File: config.mk
export PLATFORM = sky130hd
export DESIGN_NAME = sorted_priority_queue_top_flat
export DESIGN_NICKNAME = d
export VERILOG_FILES = /design/src/hw/rtl/spq_pkg.sv /design/src/hw/rtl/spq_in_if.sv /design/src/hw/rtl/spq_out_if.sv /design/src/hw/rtl/sorted_priority_queue_top.sv /design/src/hw/rtl/spq_datapath.sv /design/src/hw/rtl/spq_ctrl.sv /design/src/flat_wrapper.sv
export SDC_FILE = /design/constraint.sdc
export NUM_CORES = 1
export LEC_CHECK = 0
export BUFFER_PORTS_ARGS = -buffer_cell sky130_fd_sc_hd__buf_2
export CORE_MARGIN = 2
export CORE_UTILIZATION = 59
export CTS_BUF_LIST = sky130_fd_sc_hd__clkbuf_4
export DETAILED_ROUTE_END_ITERATION = 6
export PLACE_DENSITY = 0.73
export SYNTH_ARGS = -nofsm -noshare
export SYNTH_HDL_FRONTEND = slang
export SYNTH_SLANG_ARGS = --single-unit
File: constraint.sdc
create_clock -name clk -period 18.8 [get_ports clk]
set_clock_uncertainty 0.05 [all_clocks]
set_input_delay 4.7 -clock clk [delete_from_list [all_inputs] [get_ports clk]]
set_output_delay 4.7 -clock clk [all_outputs]
set_load 0.02 [all_outputs]
File: src/hw/rtl/spq_pkg.sv
package spq_pkg;

  localparam int CAPACITY    = 16;
  localparam int COORD_WIDTH = 16;
  localparam int IDX_W       = $clog2(CAPACITY);
  localparam int CNT_W       = $clog2(CAPACITY + 1);
  localparam int OCC_W       = 5;

  localparam logic KIND_INSERT = 1'b0;
  localparam logic KIND_REMOVE = 1'b1;

  typedef logic signed [COORD_WIDTH-1:0] coord_t;
  typedef logic [CNT_W-1:0]              count_t;

  typedef enum logic [1:0] {
    ST_OK    = 2'd0,
    ST_FULL  = 2'd1,
    ST_EMPTY = 2'd2
  } status_t;

  typedef enum logic [1:0] {
    S_IDLE,
    S_SCAN,
    S_EXEC
  } ctrl_state_t;

  // controller -> datapath
  typedef struct packed {
    logic capture;   // latch the input item, restart the scan
    logic scan_inc;  // advance the scan pointer
    logic exec;      // apply the operation and load the result
  } dp_cmd_t;

  // datapath -> controller
  typedef struct packed {
    logic ins_go;    // captured item is an insert and there is room
    logic scan_hit;  // scan pointer sits at the insert position
  } dp_sts_t;

endpackage

File: src/hw/rtl/spq_in_if.sv
interface spq_in_if;
  import spq_pkg::*;

  logic   valid;
  logic   ready;
  logic   kind;
  coord_t point_x;
  coord_t point_y;

  modport source (output valid, output kind, output point_x, output point_y, input ready);
  modport sink   (input valid, input kind, input point_x, input point_y, output ready);
endinterface

File: src/hw/rtl/spq_out_if.sv
interface spq_out_if;
  import spq_pkg::*;

  logic             valid;
  logic             ready;
  coord_t           front_x;
  coord_t           front_y;
  logic [OCC_W-1:0] occupancy;
  logic             is_empty;
  logic [1:0]       status;

  modport source (output valid, output front_x, output front_y, output occupancy,
                  output is_empty, output status, input ready);
  modport sink   (input valid, input front_x, input front_y, input occupancy,
                  input is_empty, input status, output ready);
endinterface

File: src/hw/rtl/sorted_priority_queue_top.sv
// Channel  Dir  Handshake     Payload
// in_ch    in   valid/ready   kind, point_x, point_y
// out_ch   out  valid/ready   front_x, front_y, occupancy, is_empty, status
// cfg      in   cfg_we        cfg_wdata (order_by_y)
//
// An item is captured, scanned and then executed; an insert finds its position
// p in the one-entry-per-cycle key scan, while a remove or a flagged item does not advance it.
// One item is in work at a time; the scan through the entry row sets the rate while out_ready is high.
// Reset (rst_n low, synchronous) empties the queue and selects x ordering.
// A result waits in the output register while out_ready is low; the next
// item is still taken and held back only at its execute step.
module sorted_priority_queue_top (
  input  logic       clk,
  input  logic       rst_n,
  spq_in_if.sink     in_ch,
  spq_out_if.source  out_ch,
  input  logic       cfg_we,
  input  logic       cfg_wdata
);
  import spq_pkg::*;

  dp_cmd_t cmd;
  dp_sts_t sts;

  // sequence capture, scan and execute; own the output handshake
  spq_ctrl u_ctrl (
    .clk       (clk),
    .rst_n     (rst_n),
    .in_valid  (in_ch.valid),
    .in_ready  (in_ch.ready),
    .out_valid (out_ch.valid),
    .out_ready (out_ch.ready),
    .sts       (sts),
    .cmd       (cmd)
  );

  // hold the sorted entry row, the count, the order bit and the result
  spq_datapath u_dp (
    .clk           (clk),
    .rst_n         (rst_n),
    .cfg_we        (cfg_we),
    .cfg_wdata     (cfg_wdata),
    .in_kind       (in_ch.kind),
    .in_point_x    (in_ch.point_x),
    .in_point_y    (in_ch.point_y),
    .cmd           (cmd),
    .sts           (sts),
    .out_front_x   (out_ch.front_x),
    .out_front_y   (out_ch.front_y),
    .out_occupancy (out_ch.occupancy),
    .out_is_empty  (out_ch.is_empty),
    .out_status    (out_ch.status)
  );

endmodule

File: src/hw/rtl/spq_datapath.sv
module spq_datapath (
  input  logic                          clk,
  input  logic                          rst_n,
  input  logic                          cfg_we,
  input  logic                          cfg_wdata,
  input  logic                          in_kind,
  input  spq_pkg::coord_t               in_point_x,
  input  spq_pkg::coord_t               in_point_y,
  input  spq_pkg::dp_cmd_t              cmd,
  output spq_pkg::dp_sts_t              sts,
  output spq_pkg::coord_t               out_front_x,
  output spq_pkg::coord_t               out_front_y,
  output logic [spq_pkg::OCC_W-1:0]     out_occupancy,
  output logic                          out_is_empty,
  output logic [1:0]                    out_status
);
  import spq_pkg::*;

  coord_t ent_x_r [CAPACITY];
  coord_t ent_y_r [CAPACITY];
  coord_t ent_x_nxt [CAPACITY];
  coord_t ent_y_nxt [CAPACITY];

  count_t count_r, count_nxt;
  count_t idx_r;
  logic   order_r;
  logic   kind_r;
  coord_t px_r, py_r;

  coord_t           front_x_r, front_y_r;
  logic [OCC_W-1:0] occ_r;
  logic             empty_r;
  status_t          status_r, status_nxt;

  coord_t new_key, held_key;
  logic   full, empty, ins_ok, rem_ok;

  assign full   = (count_r == count_t'(CAPACITY));
  assign empty  = (count_r == '0);
  assign ins_ok = (kind_r == KIND_INSERT) && !full;
  assign rem_ok = (kind_r == KIND_REMOVE) && !empty;

  assign new_key  = order_r ? py_r : px_r;
  assign held_key = order_r ? ent_y_r[idx_r[IDX_W-1:0]] : ent_x_r[idx_r[IDX_W-1:0]];

  assign sts.ins_go   = ins_ok;
  assign sts.scan_hit = (idx_r == count_r) || (new_key < held_key);

  // per-entry shift cells: up on insert past the position, down on remove
  for (genvar i = 0; i < CAPACITY; i++) begin : g_cell
    coord_t up_x, up_y, dn_x, dn_y;
    if (i == 0) begin : g_first
      assign up_x = px_r;
      assign up_y = py_r;
    end else begin : g_rest
      assign up_x = ent_x_r[i-1];
      assign up_y = ent_y_r[i-1];
    end
    if (i == CAPACITY - 1) begin : g_last
      assign dn_x = ent_x_r[i];
      assign dn_y = ent_y_r[i];
    end else begin : g_mid
      assign dn_x = ent_x_r[i+1];
      assign dn_y = ent_y_r[i+1];
    end

    always_comb begin
      ent_x_nxt[i] = ent_x_r[i];
      ent_y_nxt[i] = ent_y_r[i];
      if (ins_ok) begin
        if (count_t'(i) == idx_r) begin
          ent_x_nxt[i] = px_r;
          ent_y_nxt[i] = py_r;
        end else if (count_t'(i) > idx_r) begin
          ent_x_nxt[i] = up_x;
          ent_y_nxt[i] = up_y;
        end
      end else if (rem_ok) begin
        ent_x_nxt[i] = dn_x;
        ent_y_nxt[i] = dn_y;
      end
    end
  end

  always_comb begin
    count_nxt  = count_r;
    status_nxt = ST_OK;
    if (kind_r == KIND_INSERT) begin
      if (full) status_nxt = ST_FULL;
      else      count_nxt  = count_r + count_t'(1);
    end else begin
      if (empty) status_nxt = ST_EMPTY;
      else       count_nxt  = count_r - count_t'(1);
    end
  end

  always_ff @(posedge clk) begin
    if (!rst_n) begin
      count_r <= '0;
      order_r <= 1'b0;
    end else begin
      if (cfg_we)   order_r <= cfg_wdata;
      if (cmd.exec) count_r <= count_nxt;
    end
  end

  always_ff @(posedge clk) begin
    if (cmd.capture) begin
      kind_r <= in_kind;
      px_r   <= in_point_x;
      py_r   <= in_point_y;
      idx_r  <= '0;
    end else if (cmd.scan_inc) begin
      idx_r  <= idx_r + count_t'(1);
    end
    if (cmd.exec) begin
      for (int i = 0; i < CAPACITY; i++) begin
        ent_x_r[i] <= ent_x_nxt[i];
        ent_y_r[i] <= ent_y_nxt[i];
      end
      front_x_r <= (count_nxt != '0) ? ent_x_nxt[0] : '0;
      front_y_r <= (count_nxt != '0) ? ent_y_nxt[0] : '0;
      occ_r     <= OCC_W'(count_nxt);
      empty_r   <= (count_nxt == '0);
      status_r  <= status_nxt;
    end
  end

  assign out_front_x   = front_x_r;
  assign out_front_y   = front_y_r;
  assign out_occupancy = occ_r;
  assign out_is_empty  = empty_r;
  assign out_status    = status_r;

  a_count_bound: assert property (@(posedge clk) disable iff (!rst_n)
    count_r <= count_t'(CAPACITY))
    else $error("entry count above capacity");

  a_insert_grows: assert property (@(posedge clk) disable iff (!rst_n)
    cmd.exec && ins_ok |=> count_r == $past(count_r) + count_t'(1))
    else $error("insert did not grow the count");

  a_remove_shrinks: assert property (@(posedge clk) disable iff (!rst_n)
    cmd.exec && rem_ok |=> count_r == $past(count_r) - count_t'(1))
    else $error("remove did not shrink the count");

endmodule

File: src/hw/rtl/spq_ctrl.sv
module spq_ctrl (
  input  logic              clk,
  input  logic              rst_n,
  input  logic              in_valid,
  output logic              in_ready,
  output logic              out_valid,
  input  logic              out_ready,
  input  spq_pkg::dp_sts_t  sts,
  output spq_pkg::dp_cmd_t  cmd
);
  import spq_pkg::*;

  ctrl_state_t state_r, state_nxt;
  logic        out_valid_r, out_valid_nxt;
  logic        slot_free;

  assign slot_free = !out_valid_r || out_ready;

  always_comb begin
    state_nxt = state_r;
    cmd       = '0;
    in_ready  = 1'b0;
    unique case (state_r)
      S_IDLE: begin
        in_ready = 1'b1;
        if (in_valid) begin
          cmd.capture = 1'b1;
          state_nxt   = S_SCAN;
        end
      end
      S_SCAN: begin
        if (!sts.ins_go || sts.scan_hit) state_nxt    = S_EXEC;
        else                             cmd.scan_inc = 1'b1;
      end
      S_EXEC: begin
        if (slot_free) begin
          cmd.exec  = 1'b1;
          state_nxt = S_IDLE;
        end
      end
      default: state_nxt = S_IDLE;
    endcase
  end

  always_comb begin
    out_valid_nxt = out_valid_r;
    if (cmd.exec)       out_valid_nxt = 1'b1;
    else if (out_ready) out_valid_nxt = 1'b0;
  end

  always_ff @(posedge clk) begin
    if (!rst_n) begin
      state_r     <= S_IDLE;
      out_valid_r <= 1'b0;
    end else begin
      state_r     <= state_nxt;
      out_valid_r <= out_valid_nxt;
    end
  end

  assign out_valid = out_valid_r;

  a_exec_shows: assert property (@(posedge clk) disable iff (!rst_n)
    cmd.exec |=> out_valid_r)
    else $error("result not presented after execute");

  a_no_overwrite: assert property (@(posedge clk) disable iff (!rst_n)
    cmd.exec |-> slot_free)
    else $error("result overwritten before transfer");

  a_one_cmd: assert property (@(posedge clk) disable iff (!rst_n)
    $onehot0({cmd.capture, cmd.scan_inc, cmd.exec}))
    else $error("conflicting datapath commands");

endmodule
File: src/flat_wrapper.sv
// flat-port wrapper written by rule: the top's interface ports become plain ports
module sorted_priority_queue_top_flat import spq_pkg::*;
  (clk, rst_n, cfg_we, cfg_wdata, in_ch_valid, in_ch_kind, in_ch_point_x, in_ch_point_y, in_ch_ready, out_ch_valid, out_ch_front_x, out_ch_front_y, out_ch_occupancy, out_ch_is_empty, out_ch_status, out_ch_ready);
  spq_in_if in_ch_i ();
  spq_out_if out_ch_i ();
  input  logic clk;
  input  logic rst_n;
  input  logic cfg_we;
  input  logic cfg_wdata;
  input wire logic [$bits(in_ch_i.valid)-1:0] in_ch_valid;
  input wire logic [$bits(in_ch_i.kind)-1:0] in_ch_kind;
  input wire logic [$bits(in_ch_i.point_x)-1:0] in_ch_point_x;
  input wire logic [$bits(in_ch_i.point_y)-1:0] in_ch_point_y;
  output wire logic [$bits(in_ch_i.ready)-1:0] in_ch_ready;
  output wire logic [$bits(out_ch_i.valid)-1:0] out_ch_valid;
  output wire logic [$bits(out_ch_i.front_x)-1:0] out_ch_front_x;
  output wire logic [$bits(out_ch_i.front_y)-1:0] out_ch_front_y;
  output wire logic [$bits(out_ch_i.occupancy)-1:0] out_ch_occupancy;
  output wire logic [$bits(out_ch_i.is_empty)-1:0] out_ch_is_empty;
  output wire logic [$bits(out_ch_i.status)-1:0] out_ch_status;
  input wire logic [$bits(out_ch_i.ready)-1:0] out_ch_ready;
  assign in_ch_i.valid = in_ch_valid;
  assign in_ch_i.kind = in_ch_kind;
  assign in_ch_i.point_x = in_ch_point_x;
  assign in_ch_i.point_y = in_ch_point_y;
  assign in_ch_ready = in_ch_i.ready;
  assign out_ch_valid = out_ch_i.valid;
  assign out_ch_front_x = out_ch_i.front_x;
  assign out_ch_front_y = out_ch_i.front_y;
  assign out_ch_occupancy = out_ch_i.occupancy;
  assign out_ch_is_empty = out_ch_i.is_empty;
  assign out_ch_status = out_ch_i.status;
  assign out_ch_i.ready = out_ch_ready;
  sorted_priority_queue_top u_core (.clk(clk), .rst_n(rst_n), .in_ch(in_ch_i), .out_ch(out_ch_i), .cfg_we(cfg_we), .cfg_wdata(cfg_wdata));
endmodule
==> metrics <==
final hold vios=0; full die area=approximately 60000 sq um; Core ar.=around 57000 sq um; CTS tree=done; initial core utilization=59.9%; DP HPWL=56900 microns; number of synthesized flops with an enable pin=around 590; Netlist cell types=52; Cell Pwr Density=a little over 80 nW/um^2; Clk pin slew, worst setup/hold paths=0.07 ns; fmax=154 MHz; Least-Margin Pin Slew=1.25 ns; Ports=81; number of global-route vias before repair=between 20000 and 25000; top-area cell type share of the netlist area=51.7%; critical path's largest stage delay=0.33 ns; CP Class=reg -> out; Worst Path Arrival=1.73 ns; layout cells sized above 1=between 20% and 30%; placer congestion estimate=0.893; slowest cell on the critical path=dfxtp_1; Cell Chain, Critical Path=nor2_1 -> buf_2; initial antenna violation count=3; setup slack after placement=11.71 ns; vias per cell=6.42; ys flop type=edfxtp_1; GRT Total Usage=29.5%; Rel. slew slack=16.4%; Critical Path Start Type=flop; Post-CTS Hold Fix Bufs=0; WP data required=14.05 ns; global-route wire length before repair=134000 microns; post-route worst setup slack=12.32 ns; clk root buf=clkbuf_4; final worst path period share=between 30% and 40%; vias after detailed routing=roughly 24000; filler instances=4322; top cells by area, synth=edfxtp_1, mux2i_1, mux4_2, o21ai_0, a21oi_1; register bit total from synthesis=603; Wirelength per Cell=~24 microns; most frequent cells in the layout=edfxtp_1, mux2i_1, nand2_1; total CTS buffers=162; post_cts resized=0; largest net degree at the start of global routing=323; PortBufs=80; Pins Over Slew Limit=0; CTS sink count=~600; Final nets=2848; Yosys warning count=0; RSZ-0062 raised after global routing=no; Buf/Inv on CP=1; global route overflow=0; Antenna Nets Post-Route=0; Remaining DRCs=0; share of flip-flops with an asynchronous set or reset=0%; htree depth=4; postcts setup bufs=0; Post-Syn Nets=~2800; Max Cap Viol=0; Area Overhead vs Synth=8.79%; WL final=just under 90000 microns; Seq/Total Area, Yosys=52.7%; crit-path max FO=3; VDD IR max=just under 0.00006 V; most common cell after layout, fill and taps aside=edfxtp_1; Synth area leader=edfxtp_1; # rows=a little under 90; status=finished, final reports clean; Post-Syn Area=34000 sq um; setup tns final=0 ns; Die W=244 microns; CTS max path bufs=3; latest clock arrival within the worst-skew pair=between 1 and 1.5 ns; post-synthesis cell count=2773; Setup violations, final=0; Die H=around 240 microns; DR pass1 iterations=6; cell family with most CP delay=flip-flops; HP Class=reg -> reg; Final min period=6.48 ns; Post-Syn Area per Cell=12.3 sq um; Worst setup EP type=primary output; Leak=13.0 nW; DR iter-0 viols=about 3200
## metal layers
metal  vias to the layer above  track usage (%)  wire (microns)
met4                         0             9.04            1780
li1                      10602                -               -
met2                      1396             40.4           36700
met3                       127             7.47           10000
met5                         -                0               0
met1                     11435             46.0           38700
## cells by family after synthesis
logic type	count (synthesis)	synth area share [%]
fa+ha+maj	20	0.736
xor+xnor	7	0.180
simple gates	560	6.81
buf+inv	294	3.61
flops	603	52.7
mux	683	26.0
compound gates	606	9.96
## worst min-delay path, delay by kind of cell, from the launching register on
| kind | cells | cell delay, ns |
|---|---|---|
| flops | 1 | 0.34 |
| simple gates | 1 | 0.05 |
| compound gates | 1 | 0.07 |
## sequential cells by signal (all words and copies together) (netlist names), named ones only
signal and flops:
u_core.u_ctrl.state_r 2, u_core.u_dp.order_r 1, u_core.u_dp.out_status 2, u_core.u_dp.out_is_empty 1, u_core.u_ctrl.out_valid 1, u_core.u_dp.count_r 5
u_core.u_dp.kind_r 1, u_core.u_dp.ent_x_r 256, u_core.u_dp.g_cell.up_x 16, u_core.u_dp.g_cell.up_y 16, u_core.u_dp.out_front_y 16, u_core.u_dp.ent_y_r 256
u_core.u_dp.out_front_x 16, u_core.u_dp.out_occupancy 5, u_core.u_dp.idx_r 5
## cells in the mapped netlist (20+ instances only)
master / n
mux4_2: 154
clkbuf_1: 199
o21a_1: 31
nand2_1: 276
mux2i_1: 481
a21o_1: 35
buf_1: 30
o21ai_0: 266
mux2_2: 48
ha_1: 20
nor2_1: 210
a22o_1: 32
a21oi_1: 218
edfxtp_1: 585
buf_2: 47
## layout make-up
type	count	area, sq um	area share (%)
Clock buffer	239	1790	4.85
Clock inverter	46	289	0.782
Multi-Input combinational cell	1876	15100	40.9
Tap cell	756	946	2.56
Timing Repair Buffer	137	853	2.31
Inverter	9	33.8	0.0914
Sequential cell	603	17900	48.5
Antenna cell	2	5.00	0.0135
## per-stage QoR
stage          cell area (sq um)  hold WS [ns]  util [%]  instances  power (mW)
2_1_floorplan              34000         0.466         -       2773        1.78
3_3_place_gp               34900         0.485      61.5       3381        1.85
3_5_place_dp               34900         0.494      61.5       3381        1.86
4_1_cts                    37000         0.508      65.2       3666        3.06
5_1_grt                    37000         0.538      65.2       3667        3.16
6_report                   37000         0.507      65.2       3668        3.04
## final timing paths
check / start / to / slack [ns] / cells after the start
worst min-delay path: u_core.u_dp.ent_y_r[15][10] / u_core.u_dp.ent_y_r[14][10] / 0.51 / 2
worst min register to register: u_core.u_dp.ent_y_r[15][10] / u_core.u_dp.ent_y_r[14][10] / 0.51 / 2
worst max-delay path: u_core.u_ctrl.state_r[1] / in_ch_ready / 12.32 / 2
worst max register to register: flop / flop / 12.90 / 13
## power by group
group	switching, mW	total, mW	internal [mW]
combinational	0.181	0.285	0.103
clock	0.563	1.20	0.635
sequential	0.0314	1.56	1.52
total	0.776	3.04	2.26
Power figures use the tool's default switching activity.
